## src/olad_pkg.sv

```systemverilog
package olad_pkg;

    localparam int unsigned DEFAULT_CAPACITY = 16;

    localparam int unsigned VALUE_W  = 32;
    localparam int unsigned STATUS_W = 3;
    localparam int unsigned COUNT_W  = 5;

    localparam logic [STATUS_W-1:0] ST_APPENDED  = 3'd0;
    localparam logic [STATUS_W-1:0] ST_DELETED   = 3'd1;
    localparam logic [STATUS_W-1:0] ST_EMPTY     = 3'd2;
    localparam logic [STATUS_W-1:0] ST_NOT_FOUND = 3'd3;
    localparam logic [STATUS_W-1:0] ST_FULL      = 3'd4;

    localparam logic ACT_APPEND = 1'b0;
    localparam logic ACT_DELETE = 1'b1;

    typedef enum logic [2:0] {
        S_IDLE,
        S_SRCH_RD,
        S_SRCH_CMP,
        S_SHIFT_RD,
        S_SHIFT_WR,
        S_DONE
    } state_t;

endpackage

```

## src/ordered_list_append_delete_by_value_core.sv

```systemverilog
// Fixed-capacity ordered list of signed 32-bit values held in a single-port-write,
// registered-read memory with the head at entry 0. Append writes the tail entry,
// or reports full when the list is at capacity. Delete scans from the head with one
// shared 32-bit comparator, one entry at a time (memory read, then compare), and
// on a hit moves each later entry up one place (read, then write); a delete on an
// empty list reports empty without a scan. One item is worked at a time; the
// result register lets the next item transfer while a result is still stalled.
module ordered_list_append_delete_by_value_core
    import olad_pkg::*;
#(
    parameter int unsigned CAPACITY = DEFAULT_CAPACITY
)
(
    input  logic                       clk,
    input  logic                       rst_n,

    input  logic                       item_valid,
    output logic                       item_stall,
    input  logic                       action,
    input  logic signed [VALUE_W-1:0]  value,

    output logic                       result_valid,
    input  logic                       result_stall,
    output logic [STATUS_W-1:0]        status,
    output logic [COUNT_W-1:0]         entry_count
);

    localparam int unsigned AW = (CAPACITY > 1) ? $clog2(CAPACITY) : 1;
    localparam int unsigned CW = $clog2(CAPACITY + 1);
    localparam logic [CW-1:0] CAP_COUNT = CW'(CAPACITY);

    logic [VALUE_W-1:0] mem [CAPACITY];

    state_t             state_reg, state_next;
    logic [AW-1:0]      idx_reg, idx_next;
    logic [CW-1:0]      count_reg, count_next;
    logic [VALUE_W-1:0] value_reg, value_next;
    logic [STATUS_W-1:0] status_reg, status_next;
    logic [VALUE_W-1:0] rd_data_reg;

    logic               result_valid_reg, result_valid_next;
    logic [STATUS_W-1:0] result_status_reg;
    logic [COUNT_W-1:0] result_count_reg;
    logic               load_result;

    logic               wr_en;
    logic [AW-1:0]      wr_addr;
    logic [VALUE_W-1:0] wr_data;
    logic [AW-1:0]      rd_addr;

    logic [CW:0]        idx_plus1;
    logic [CW:0]        idx_plus2;
    logic [CW+COUNT_W-1:0] count_ext;

    assign idx_plus1 = (CW+1)'(idx_reg) + (CW+1)'(1);
    assign idx_plus2 = (CW+1)'(idx_reg) + (CW+1)'(2);
    assign count_ext = {{COUNT_W{1'b0}}, count_reg};

    always_comb
    begin
        state_next  = state_reg;
        idx_next    = idx_reg;
        count_next  = count_reg;
        value_next  = value_reg;
        status_next = status_reg;
        wr_en       = 1'b0;
        wr_addr     = idx_reg;
        wr_data     = value;
        rd_addr     = idx_reg;
        load_result = 1'b0;
        item_stall  = (state_reg != S_IDLE);

        unique case (state_reg)
            S_IDLE:
            begin
                if (item_valid)
                begin
                    value_next = value;
                    if (action == ACT_APPEND)
                    begin
                        if (count_reg >= CAP_COUNT)
                        begin
                            status_next = ST_FULL;
                        end
                        else
                        begin
                            wr_en       = 1'b1;
                            wr_addr     = count_reg[AW-1:0];
                            count_next  = count_reg + CW'(1);
                            status_next = ST_APPENDED;
                        end
                        state_next = S_DONE;
                    end
                    else if (count_reg == '0)
                    begin
                        status_next = ST_EMPTY;
                        state_next  = S_DONE;
                    end
                    else
                    begin
                        idx_next   = '0;
                        state_next = S_SRCH_RD;
                    end
                end
            end

            S_SRCH_RD:
            begin
                rd_addr    = idx_reg;
                state_next = S_SRCH_CMP;
            end

            S_SRCH_CMP:
            begin
                if (rd_data_reg == value_reg)
                begin
                    if (idx_plus1 < (CW+1)'(count_reg))
                    begin
                        state_next = S_SHIFT_RD;
                    end
                    else
                    begin
                        // hit on the tail entry: nothing to move
                        count_next  = count_reg - CW'(1);
                        status_next = ST_DELETED;
                        state_next  = S_DONE;
                    end
                end
                else if (idx_plus1 < (CW+1)'(count_reg))
                begin
                    idx_next   = idx_plus1[AW-1:0];
                    state_next = S_SRCH_RD;
                end
                else
                begin
                    status_next = ST_NOT_FOUND;
                    state_next  = S_DONE;
                end
            end

            S_SHIFT_RD:
            begin
                rd_addr    = idx_plus1[AW-1:0];
                state_next = S_SHIFT_WR;
            end

            S_SHIFT_WR:
            begin
                // move the later entry up one place
                wr_en   = 1'b1;
                wr_addr = idx_reg;
                wr_data = rd_data_reg;
                if (idx_plus2 < (CW+1)'(count_reg))
                begin
                    idx_next   = idx_plus1[AW-1:0];
                    state_next = S_SHIFT_RD;
                end
                else
                begin
                    count_next  = count_reg - CW'(1);
                    status_next = ST_DELETED;
                    state_next  = S_DONE;
                end
            end

            S_DONE:
            begin
                // hold until the result register is free
                if (!result_valid_reg || !result_stall)
                begin
                    load_result = 1'b1;
                    state_next  = S_IDLE;
                end
            end

            default:
            begin
                state_next = S_IDLE;
            end
        endcase
    end

    always_comb
    begin
        result_valid_next = result_valid_reg;
        if (result_valid_reg && !result_stall)
        begin
            result_valid_next = 1'b0;
        end
        if (load_result)
        begin
            result_valid_next = 1'b1;
        end
    end

    always_ff @(posedge clk)
    begin
        if (wr_en)
        begin
            mem[wr_addr] <= wr_data;
        end
        rd_data_reg <= mem[rd_addr];
    end

    always_ff @(posedge clk or negedge rst_n)
    begin
        if (!rst_n)
        begin
            state_reg        <= S_IDLE;
            count_reg        <= '0;
            result_valid_reg <= 1'b0;
        end
        else
        begin
            state_reg        <= state_next;
            count_reg        <= count_next;
            result_valid_reg <= result_valid_next;
        end
    end

    always_ff @(posedge clk)
    begin
        idx_reg    <= idx_next;
        value_reg  <= value_next;
        status_reg <= status_next;
        if (load_result)
        begin
            result_status_reg <= status_reg;
            result_count_reg  <= count_ext[COUNT_W-1:0];
        end
    end

    assign result_valid = result_valid_reg;
    assign status       = result_status_reg;
    assign entry_count  = result_count_reg;

endmodule
```

## config.mk

```make
export PLATFORM = sky130hd
export DESIGN_NAME = ordered_list_append_delete_by_value_core
export DESIGN_NICKNAME = d
export VERILOG_FILES = /design/src/olad_pkg.sv /design/src/ordered_list_append_delete_by_value_core.sv
export SDC_FILE = /design/constraint.sdc
export NUM_CORES = 1
export LEC_CHECK = 0
export BUFFER_PORTS_ARGS = -buffer_cell sky130_fd_sc_hd__buf_4
export CORE_ASPECT_RATIO = 1.2
export CORE_UTILIZATION = 43
export DETAILED_ROUTE_END_ITERATION = 16
export SETUP_SLACK_MARGIN = 0.4
export SLEW_MARGIN = 20
export SYNTH_ARGS = -nofsm -noshare
export SYNTH_HDL_FRONTEND = slang
export SYNTH_SLANG_ARGS = --single-unit
```

## constraint.sdc

```tcl
create_clock -name clk -period 7 [get_ports clk]
set_input_delay 0.7 -clock clk [delete_from_list [all_inputs] [get_ports clk]]
set_output_delay 0.7 -clock clk [all_outputs]
set_load 0.1 [all_outputs]
```

==> flow_metrics.env, run 1 <==
export IMPL_outcome="complete, no violations"
export IMPL_num_antenna_cells=0
export IMPL_design_area_sq_um=26780
export IMPL_port_buffers=46
export IMPL_cts_max_level=2
export IMPL_fin_setup_tns_ns=0
export IMPL_clk_pin_slew_worst_paths_ns=0.07
export IMPL_finalHoldViolCount=0
export IMPL_setup_worst_path_end_class="flop"
export IMPL_dieArea_sq_um=55660
export IMPL_p_comb_share_pct=1.1
export IMPL_place_congestion=0.7960
export IMPL_syn_area_sq_um=23530
export IMPL_drcViolationCount=0
export IMPL_grt_pass1_wl_um=81480
export IMPL_detail_route_antenna_nets=0
export IMPL_cts_tree="built"
export IMPL_p_seq_share_pct=55.7
export IMPL_skew_ns=0.01125
export IMPL_cts_sinks=600
export IMPL_clock_power_share_pct=43.2
export IMPL_leakagePower_nw=8.379
export IMPL_syn_inst=1377
export IMPL_worstPathRequired_ns=7.47
export IMPL_worstRegToRegCells=7
export IMPL_internal_power_mw=5.668
export IMPL_worst_setup_path_type="flop to flop"
export IMPL_clk_latency_ns=0.61
export IMPL_seqCellArea_sq_um=17650
export IMPL_rows=93
export IMPL_switching_share_pct=19.26
export IMPL_setup_ws_ns=3.071
export IMPL_postSynth_asyncResetShare_pct=1.500
export IMPL_stdcell_count=2199
export IMPL_slew_headroom_pct=14.08
export IMPL_min_period_over_period_pct=56.13
export IMPL_clockBufferDepth=3
export IMPL_synth_seq_cells=600
export IMPL_slowest_stage="and2_2"
export IMPL_cp_max_fo=32
export IMPL_rsz0062_at_grt="no"
export IMPL_crit_chain="nand3b_4 -> mux2i_4 -> buf_4 -> and2_2 -> nand3_1 -> nand4_1 -> o21ai_0"
export IMPL_start_util_pct=43.67
export IMPL_worst_pin_slew_ns=1.277
export IMPL_period_minus_slack_ns=3.929
export IMPL_worstSetupPathDepth=7
export IMPL_fmax_mhz=254.5
export IMPL_fp_dieW_um=215.5
export IMPL_syn_avg_cell_area_sq_um=17.09
export IMPL_core_area_sq_um=53880
export IMPL_arrival_ns=4.40
export IMPL_synth_edf_count=559
export IMPL_crit_buf_inv=1
export IMPL_grt_usage_pct=20.03
export IMPL_syn_nets=1428
export IMPL_ys_warn_count=0
export IMPL_cpPeakStageDelay_ns=0.90
export IMPL_antenna_found_initial=0
export IMPL_drv_cap=0
export IMPL_ir_worst_vdd_mv=0.1805
export IMPL_wire_per_inst_um=25.01
export IMPL_ys_seq_area_share_pct=75.02
export IMPL_hold_class="input port to flop"
export IMPL_layout_nets=1490
export IMPL_fill_cells=4382
export IMPL_pre_cts_slack_ns=3.079
export IMPL_vias_per_cell=5.588
export IMPL_grt_pass1_vias=12408
export IMPL_synthFlopType="edfxtp_1"
export IMPL_dr_pass1_iters=5
export IMPL_drive_gt1_share_pct=16.95
export IMPL_drt_total_wl_um=55000
export IMPL_crit_family="simple AND/OR/NAND/NOR gates"
export IMPL_syn_to_final_growth_pct=13.82
export IMPL_placedInstanceArea_sq_um=24940
export IMPL_drtIter0Drc=1081
export IMPL_largest_reg_flops=512
export IMPL_cp_start_kind="flop"
export IMPL_drv_slew=0
export IMPL_cts_resized=0
export IMPL_ios=47
export IMPL_finalSetupViolCount=0
export IMPL_p_total_mw=7.019
export IMPL_power_switching_mw=1.352
export IMPL_postCtsSetupRepairBufs=0
export IMPL_synth_distinct_cells=54
export IMPL_overflow=0
export IMPL_dp_hpwl_um=32320
export IMPL_dp_cells=2092
export IMPL_num_vias=12287
export IMPL_root_buffer="clkbuf_16"
export IMPL_grt_max_degree=97
export IMPL_cts_made_buffers=56
export IMPL_power_density_nw_per_um2=262.1
export IMPL_hold_path_depth=1
export IMPL_multiInputGateArea_sq_um=5668
export IMPL_die_y_um=258.3
[area by class of cell]
type / instances / area share [%]
Multi-Input combinational cell: 696 / 21.16
Sequential cell: 600 / 65.91
Timing Repair Buffer: 75 / 2.635
Clock buffer: 78 / 5.812
Inverter: 10 / 0.1402
Clock inverter: 28 / 1.014
Tap cell: 712 / 3.326
[kinds of logic after synthesis]
family	count (synthesis)	share of synthesized area [%]
DFF	600	75.02
and+or+nand+nor	371	7.141
muxes	168	10.78
AOI/OAI and AO/OA	99	2.834
buffers and inverters	81	1.744
xor gates and xnor gates	44	1.702
adders and majority gates	14	0.7764
[worst register-to-register path: cells and delay by family, from the launching register on]
family                 cells  cell delay, ns
AND/OR/NAND/NOR            4            1.63
flip-flops                 1            0.74
buffers and inverters      1            0.55
multiplexers               1            0.79
AO/OA/AOI/OAI              1            0.09
[routing by layer]
layer | vias up | global-route usage, % | share of wire, %
met3 | 74 | 2.817 | 4.8
met5 | - | 0 | 0
met1 | 6419 | 25.78 | 41
met4 | 0 | 5.930 | 2.4
met2 | 329 | 35.27 | 52
li1 | 5465 | - | -
[path summary, 6_finish.rpt]
| check | startpoint | end | slack, ns |
|---|---|---|---|
| setup / recovery | state_reg[2] | rd_data_reg[1] | 3.07 |
| hold / removal | value[14] | value_reg[14] | 0.28 |
| setup reg to reg | state_reg[2] | rd_data_reg[1] | 3.07 |
| hold reg to reg | status_reg[2] | status[2] | 0.42 |
| max in group asynchronous | rst_n | state_reg[1] | 6.41 |
| min in group asynchronous | rst_n | state_reg[2] | 0.45 |
[what timing repair did]
item | 4_1_cts | 5_1_grt
hold endpoints to repair | 9 | 0
hold buffers | 1 | 0
setup endpoints to repair | 0 | 0
[Yosys cell counts, drive strengths merged, types with 4 or more instances]
cell type    n  area share (%)
nor2        25            0.40
edfxtp     559              71
dfrtp        9            0.96
xnor2       38             1.4
mux4        64             6.1
a21oi       12            0.26
mux2i       70             3.0
inv         10            0.16
nand2b       5            0.13
ha          13            0.69
buf         41             1.1
dfxtp       32             2.7
and2         6            0.16
nand4       41             1.1
nand3       68             1.4
nand2      207             3.3
o21ai       39            0.83
clkbuf      30            0.48
xor2         6            0.26
a21o         4            0.13
a32oi       32             1.2
mux2        34             1.6
[metrics by stage]
stage	hold slack [ns]	utilization, %
global route	0.2521	49.71
floorplan	0.4003	-
finish	0.2780	49.71
global placement	0.4068	45.91
detailed placement	0.4070	46.30
CTS	0.2429	49.71
[layout by cell type (no fill, tap or decap), types with 7 or more instances in the layout]
| cell type | instances |
|---|---|
| edfxtp_1 | 559 |
| nand2_1 | 207 |
| mux2i_1 | 69 |
| nand3_1 | 68 |
| mux4_2 | 64 |
| buf_4 | 64 |
| clkbuf_16 | 58 |
| nand4_1 | 41 |
| xnor2_1 | 36 |
| a32oi_1 | 32 |
| dfxtp_1 | 32 |
| mux2_1 | 31 |
| o21ai_0 | 24 |
| nor2_4 | 18 |
| clkbuf_1 | 17 |
| o21ai_1 | 15 |
| ha_1 | 13 |
| a21oi_1 | 12 |
| clkinv_1 | 11 |
| inv_1 | 10 |
| dfrtp_1 | 9 |
| clkinv_2 | 8 |
| buf_12 | 8 |
| nor2_1 | 7 |
[power groups by stage]
stage | logic [mW] | clock network (mW) | registers (mW)
floorplan | 0.0283 | 0 | 3.99
global placement | 0.0717 | 0 | 3.99
detailed placement | 0.0750 | 0 | 3.99
CTS | 0.0753 | 3.08 | 3.91
global route | 0.0801 | 3.21 | 3.91
finish | 0.0745 | 3.03 | 3.91
No activity file was read; power rests on OpenSTA's default activity.
==> run 2: changes to the inputs <==
Settings changed: ABC_AREA from default to 1.
Clock period 7 ns to 3.8 ns, I/O delays scaled along.
==> flow_metrics.env, run 2 <==
export IMPL_cts_made_buffers=57
export IMPL_largest_reg_flops=512
export IMPL_fin_setup_tns_ns=0
export IMPL_synthFlopType="edfxtp_1"
export IMPL_rsz0062_at_grt="no"
export IMPL_grt_max_degree=129
export IMPL_worstPathRequired_ns=4.10
export IMPL_postSynth_asyncResetShare_pct=1.500
export IMPL_clk_pin_slew_worst_paths_ns=0.06
export IMPL_port_buffers=46
export IMPL_power_density_nw_per_um2=824.5
export IMPL_hold_ws_ns=0.08180
export IMPL_outcome="complete, no violations"
export IMPL_drcViolationCount=0
export IMPL_ir_worst_vdd_mv=0.6361
export IMPL_wire_per_inst_um=19.27
export IMPL_setup_worst_path_end_class="flop"
export IMPL_setup_ws_ns=0.7959
export IMPL_syn_area_sq_um=24870
export IMPL_worst_pin_slew_ns=0.8551
export IMPL_num_vias=15305
export IMPL_antenna_found_initial=0
export IMPL_grt_pass1_wl_um=87270
export IMPL_period_minus_slack_ns=3.004
export IMPL_skew_ns=0.009813
export IMPL_synth_edf_count=559
export IMPL_timing_rr_start="state_reg[1]"
export IMPL_ys_warn_count=0
export IMPL_cp_start_kind="flop"
export IMPL_core_area_sq_um=57170
export IMPL_yosysMostFrequentCell="edfxtp_1"
export IMPL_final_common_cell="edfxtp_1"
export IMPL_die_y_um=265.5
export IMPL_worstRegToRegCells=8
export IMPL_drt_total_wl_um=56390
export IMPL_ys_seq_area_share_pct=70.97
export IMPL_stdcell_count=2927
export IMPL_cts_hold_buf=34
export IMPL_num_antenna_cells=0
export IMPL_hold_path_startpoint="action"
export IMPL_cts_max_level=2
export IMPL_dieArea_sq_um=58820
export IMPL_p_total_mw=23.58
export IMPL_syn_avg_cell_area_sq_um=12.01
export IMPL_pre_cts_slack_ns=0.7087
export IMPL_dr_pass1_iters=5
export IMPL_drv_cap=0
export IMPL_fp_dieW_um=221.6
export IMPL_fin_util_pct=50.01
export IMPL_cts_sinks=600
export IMPL_grt_usage_pct=19.49
export IMPL_slew_headroom_pct=42.91
export IMPL_fill_cells=4890
export IMPL_ios=47
export IMPL_vias_per_cell=5.229
export IMPL_drv_slew=0
export IMPL_overflow=0
export IMPL_rows=96
export IMPL_start_util_pct=43.50
export IMPL_worst_setup_path_type="flop to flop"
export IMPL_yosysTopAreaCellShare_pct=67.48
export IMPL_dp_cells=2787
export IMPL_finalHoldViolCount=0
export IMPL_ys_top_cells_by_count="559 x edfxtp_1, 462 x nand2_1, 300 x inv_1, 257 x o211ai_1, 205 x nand3_1"
export IMPL_synth_distinct_cells=27
export IMPL_min_period_over_period_pct=79.05
export IMPL_fmax_mhz=332.9
export IMPL_yosysTopAreaCell="edfxtp_1"
export IMPL_hold_class="input port to flop"
export IMPL_placedInstanceArea_sq_um=26270
export IMPL_postCtsSetupRepairBufs=0
export IMPL_cts_resized=0
export IMPL_layout_common_cells="559 x edfxtp_1, 461 x nand2_1, 300 x inv_1"
export IMPL_syn_nets=2122
export IMPL_syn_to_final_growth_pct=14.96
export IMPL_crit_end="mem[11][26]"
export IMPL_root_buffer="clkbuf_16"
export IMPL_finalSetupViolCount=0
export IMPL_drive_gt1_share_pct=10.04
export IMPL_cts_tree="built"
export IMPL_place_congestion=0.8205
export IMPL_layout_nets=2196
export IMPL_timing_rr_end="mem[11][26]"
export IMPL_design_area_sq_um=28590
export IMPL_syn_inst=2071
export IMPL_rrSetupSlack_ns=0.80
export IMPL_synth_seq_cells=600
export IMPL_synthTopCellsByArea="edfxtp_1 67%, o211ai_1 7.8%, nand2_1 7.0%, inv_1 4.5%, nand3_1 4.1%"
export IMPL_grt_pass1_vias=15011
export IMPL_clk_latency_ns=0.61
export IMPL_drtIter0Drc=1175
export IMPL_dp_hpwl_um=33400
export IMPL_crit_start="state_reg[1]"
export IMPL_leakagePower_nw=10.85
export IMPL_arrival_ns=3.30
export IMPL_detail_route_antenna_nets=0
export IMPL_cp_max_fo=17
export IMPL_clockBufferDepth=3
[run 2: routing by layer]
metal | wire length, um | GRT usage, %
met3 | 2456 | 2.784
met4 | 2000 | 7.883
met1 | 23430 | 24.06
met2 | 28510 | 34.40
met5 | 0 | 0
[run 2: worst min path at each step]
stage	cells after the start	end	slack, ns
CTS	3	status_reg[1]	0.05
floorplan	0	count_reg[0]	0.08
global route	3	status_reg[1]	0.06
global placement	1	count_reg[1]	0.21
detailed placement	1	count_reg[1]	0.22
finish	3	status_reg[1]	0.08
[run 2: kinds of logic (layout without fill, tap and decap cells)]
logic type	after synthesis	count (layout)	share of synthesized area (%)
simple gates	727	727	12.18
flops	600	600	70.97
buf+inv	414	535	6.690
compound gates	285	285	8.340
xor+xnor	31	31	1.092
fa+ha+maj	14	14	0.7344
[run 2: critical path, stage by stage (launching register included)]
cell	delay [ns]
dfrtp_1	0.46
nor2_2	0.15
inv_1	0.07
nor2_2	0.12
nand2_1	0.21
o21ai_0	0.40
nand2_1	0.33
nor2_4	0.56
buf_4	0.37
[run 2: layout make-up]
cell class,instances,area [sq um],area share (%)
Multi-Input combinational cell,1057,5743,20.08
Inverter,305,1150,4.021
Sequential cell,600,17650,61.73
Timing Repair Buffer,124,1154,4.034
Tap cell,735,919.6,3.216
Clock buffer,70,1545,5.404
Clock inverter,36,431.7,1.510
[run 2: power breakdown]
| group | leakage (nW) | switching [mW] | internal, mW | total [mW] |
|---|---|---|---|---|
| logic | 4.43 | 6.22 | 2.56 | 8.78 |
| registers | 5.44 | 0.339 | 8.52 | 8.86 |
| clock network | 0.987 | 2.44 | 3.51 | 5.94 |
| total | 10.9 | 9.00 | 14.6 | 23.6 |
==> run 3: changes to the inputs <==
Clock period 3.8 ns to 3 ns, I/O delays scaled along.
==> flow_metrics.env, run 3 (synthesis gave the netlist of run 2 again) <==
export IMPL_antenna_found_initial=0
export IMPL_dr_wl_met2_um=28630
export IMPL_fmax_mhz=410.5
export IMPL_num_antenna_cells=0
export IMPL_final_common_cell="edfxtp_1"
export IMPL_slew_headroom_pct=58.04
export IMPL_detail_route_antenna_nets=0
export IMPL_layout_common_cells="559 x edfxtp_1, 460 x nand2_1, 300 x inv_1"
export IMPL_timing_rr_start="state_reg[1]"
export IMPL_grt_pass1_vias=15201
export IMPL_rsz0062_at_grt="no"
export IMPL_dr_wl_met3_um=2023
export IMPL_dp_hpwl_um=34100
export IMPL_cts_sinks=600
export IMPL_overflow=0
export IMPL_cp_start_kind="flop"
export IMPL_largest_reg_flops=512
export IMPL_leakagePower_nw=11.02
export IMPL_crit_chain="nor2_2 -> inv_1 -> nor2_2 -> nand2_2 -> o21ai_1 -> nand2_1 -> nor2_4 -> buf_12"
export IMPL_min_period_over_period_pct=81.20
export IMPL_setup_worst_path_end_class="flop"
export IMPL_drtIter0Drc=1067
export IMPL_outcome="complete, no violations"
export IMPL_drcViolationCount=0
export IMPL_cts_max_level=2
export IMPL_fp_dieW_um=221.6
export IMPL_cp_max_fo=32
export IMPL_port_buffers=46
export IMPL_arrival_ns=2.72
export IMPL_crit_buf_inv=2
export IMPL_grt_usage_pct=19.54
export IMPL_drive_gt1_share_pct=11.15
export IMPL_setup_ws_ns=0.5640
export IMPL_clk_pin_slew_worst_paths_ns=0.06
export IMPL_dp_cells=2803
export IMPL_layout_nets=2224
export IMPL_drv_slew=0
export IMPL_clk_latency_ns=0.62
export IMPL_finalSetupViolCount=0
export IMPL_crit_top_cell="nor2_2"
export IMPL_highest_layer="met4"
export IMPL_skew_ns=0.02005
export IMPL_num_vias=15370
export IMPL_clockBufferDepth=3
export IMPL_worst_setup_path_type="flop to flop"
export IMPL_wire_per_inst_um=19.14
export IMPL_pre_cts_slack_ns=0.3428
export IMPL_cts_tree="built"
export IMPL_grt_pass1_wl_um=87620
export IMPL_fill_cells=4840
export IMPL_drv_cap=0
export IMPL_rrSetupSlack_ns=0.56
export IMPL_drt_total_wl_um=56670
export IMPL_die_y_um=265.5
export IMPL_worst_pin_slew_ns=0.6271
export IMPL_syn_to_final_growth_pct=16.66
export IMPL_hold_class="input port to flop"
export IMPL_root_buffer="clkbuf_16"
export IMPL_power_density_nw_per_um2=1042
export IMPL_ios=47
export IMPL_hold_ws_ns=0.04272
export IMPL_start_util_pct=43.50
export IMPL_hold_path_startpoint="item_valid"
export IMPL_cpPeakStageDelay_ns=0.46
export IMPL_drt_met1_wl_um=24070
export IMPL_grt_max_degree=87
export IMPL_crit_family="simple AND/OR/NAND/NOR gates"
export IMPL_ir_worst_vdd_mv=0.5458
export IMPL_finalHoldViolCount=0
export IMPL_dieArea_sq_um=58820
export IMPL_fin_util_pct=50.75
export IMPL_period_minus_slack_ns=2.436
export IMPL_cts_made_buffers=60
export IMPL_rows=96
export IMPL_vias_per_cell=5.193
export IMPL_core_area_sq_um=57170
export IMPL_worstPathRequired_ns=3.28
export IMPL_place_congestion=0.8485
export IMPL_dr_pass1_iters=5
export IMPL_stdcell_count=2960
export IMPL_slowest_stage="dfrtp_1"
export IMPL_crit_start="state_reg[1]"
## run 3: area by class of cell
type | count | area (sq um) | share of cell area (%)
clock buffers | 81 | 1672 | 5.761
clock inverters | 33 | 326.6 | 1.125
inverters | 305 | 1147 | 3.954
multi-input cells | 1057 | 5773 | 19.89
flip-flops and latches | 600 | 17650 | 60.83
well taps | 735 | 919.6 | 3.169
repair buffers | 149 | 1528 | 5.265
## run 3: routing by layer
| layer | up-vias | track usage (%) |
|---|---|---|
| met3 | 100 | 2.253 |
| met1 | 7517 | 24.35 |
| met5 | - | 0 |
| met4 | 0 | 8.071 |
| li1 | 7457 | - |
| met2 | 296 | 34.57 |
## run 3: power breakdown
group | total [mW] | internal [mW] | switching (mW)
Combinational | 11.5 | 3.63 | 7.87
Sequential | 11.2 | 10.8 | 0.432
Clock | 7.52 | 4.41 | 3.10
Total | 30.2 | 18.8 | 11.4
## run 3: timing repair
item / CTS / global route
pin swaps: 0 / 3
setup buffers: 0 / 8
setup endpoints to repair: 272 / 503
hold endpoints to repair: 44 / 0
gates resized for setup: 9 / 14
hold buffers: 35 / 0
## run 3: metrics by stage
stage          power, mW  TNS [ns]  cell area (sq um)
5_1_grt            32.09         0              29020
3_3_place_gp       22.52         0              26520
6_report           30.24         0              29020
2_1_floorplan      19.08    -14.66              24920
4_1_cts            30.37         0              28900
3_5_place_dp       22.75         0              26520
## run 3: worst paths after layout
path	endpoint	cells past startpoint
min in group asynchronous	state_reg[1]	2
max in group asynchronous	count_reg[1]	2
setup reg to reg	mem[1][14]	8
hold reg to reg	status[1]	0
hold / removal	state_reg[2]	3
setup / recovery	mem[1][14]	8
## run 3: worst register-to-register path: cells and delay by family (launching register included)
kind	cells	cell delay, ns
simple gates	5	0.99
flops	1	0.46
buf+inv	2	0.34
compound gates	1	0.30
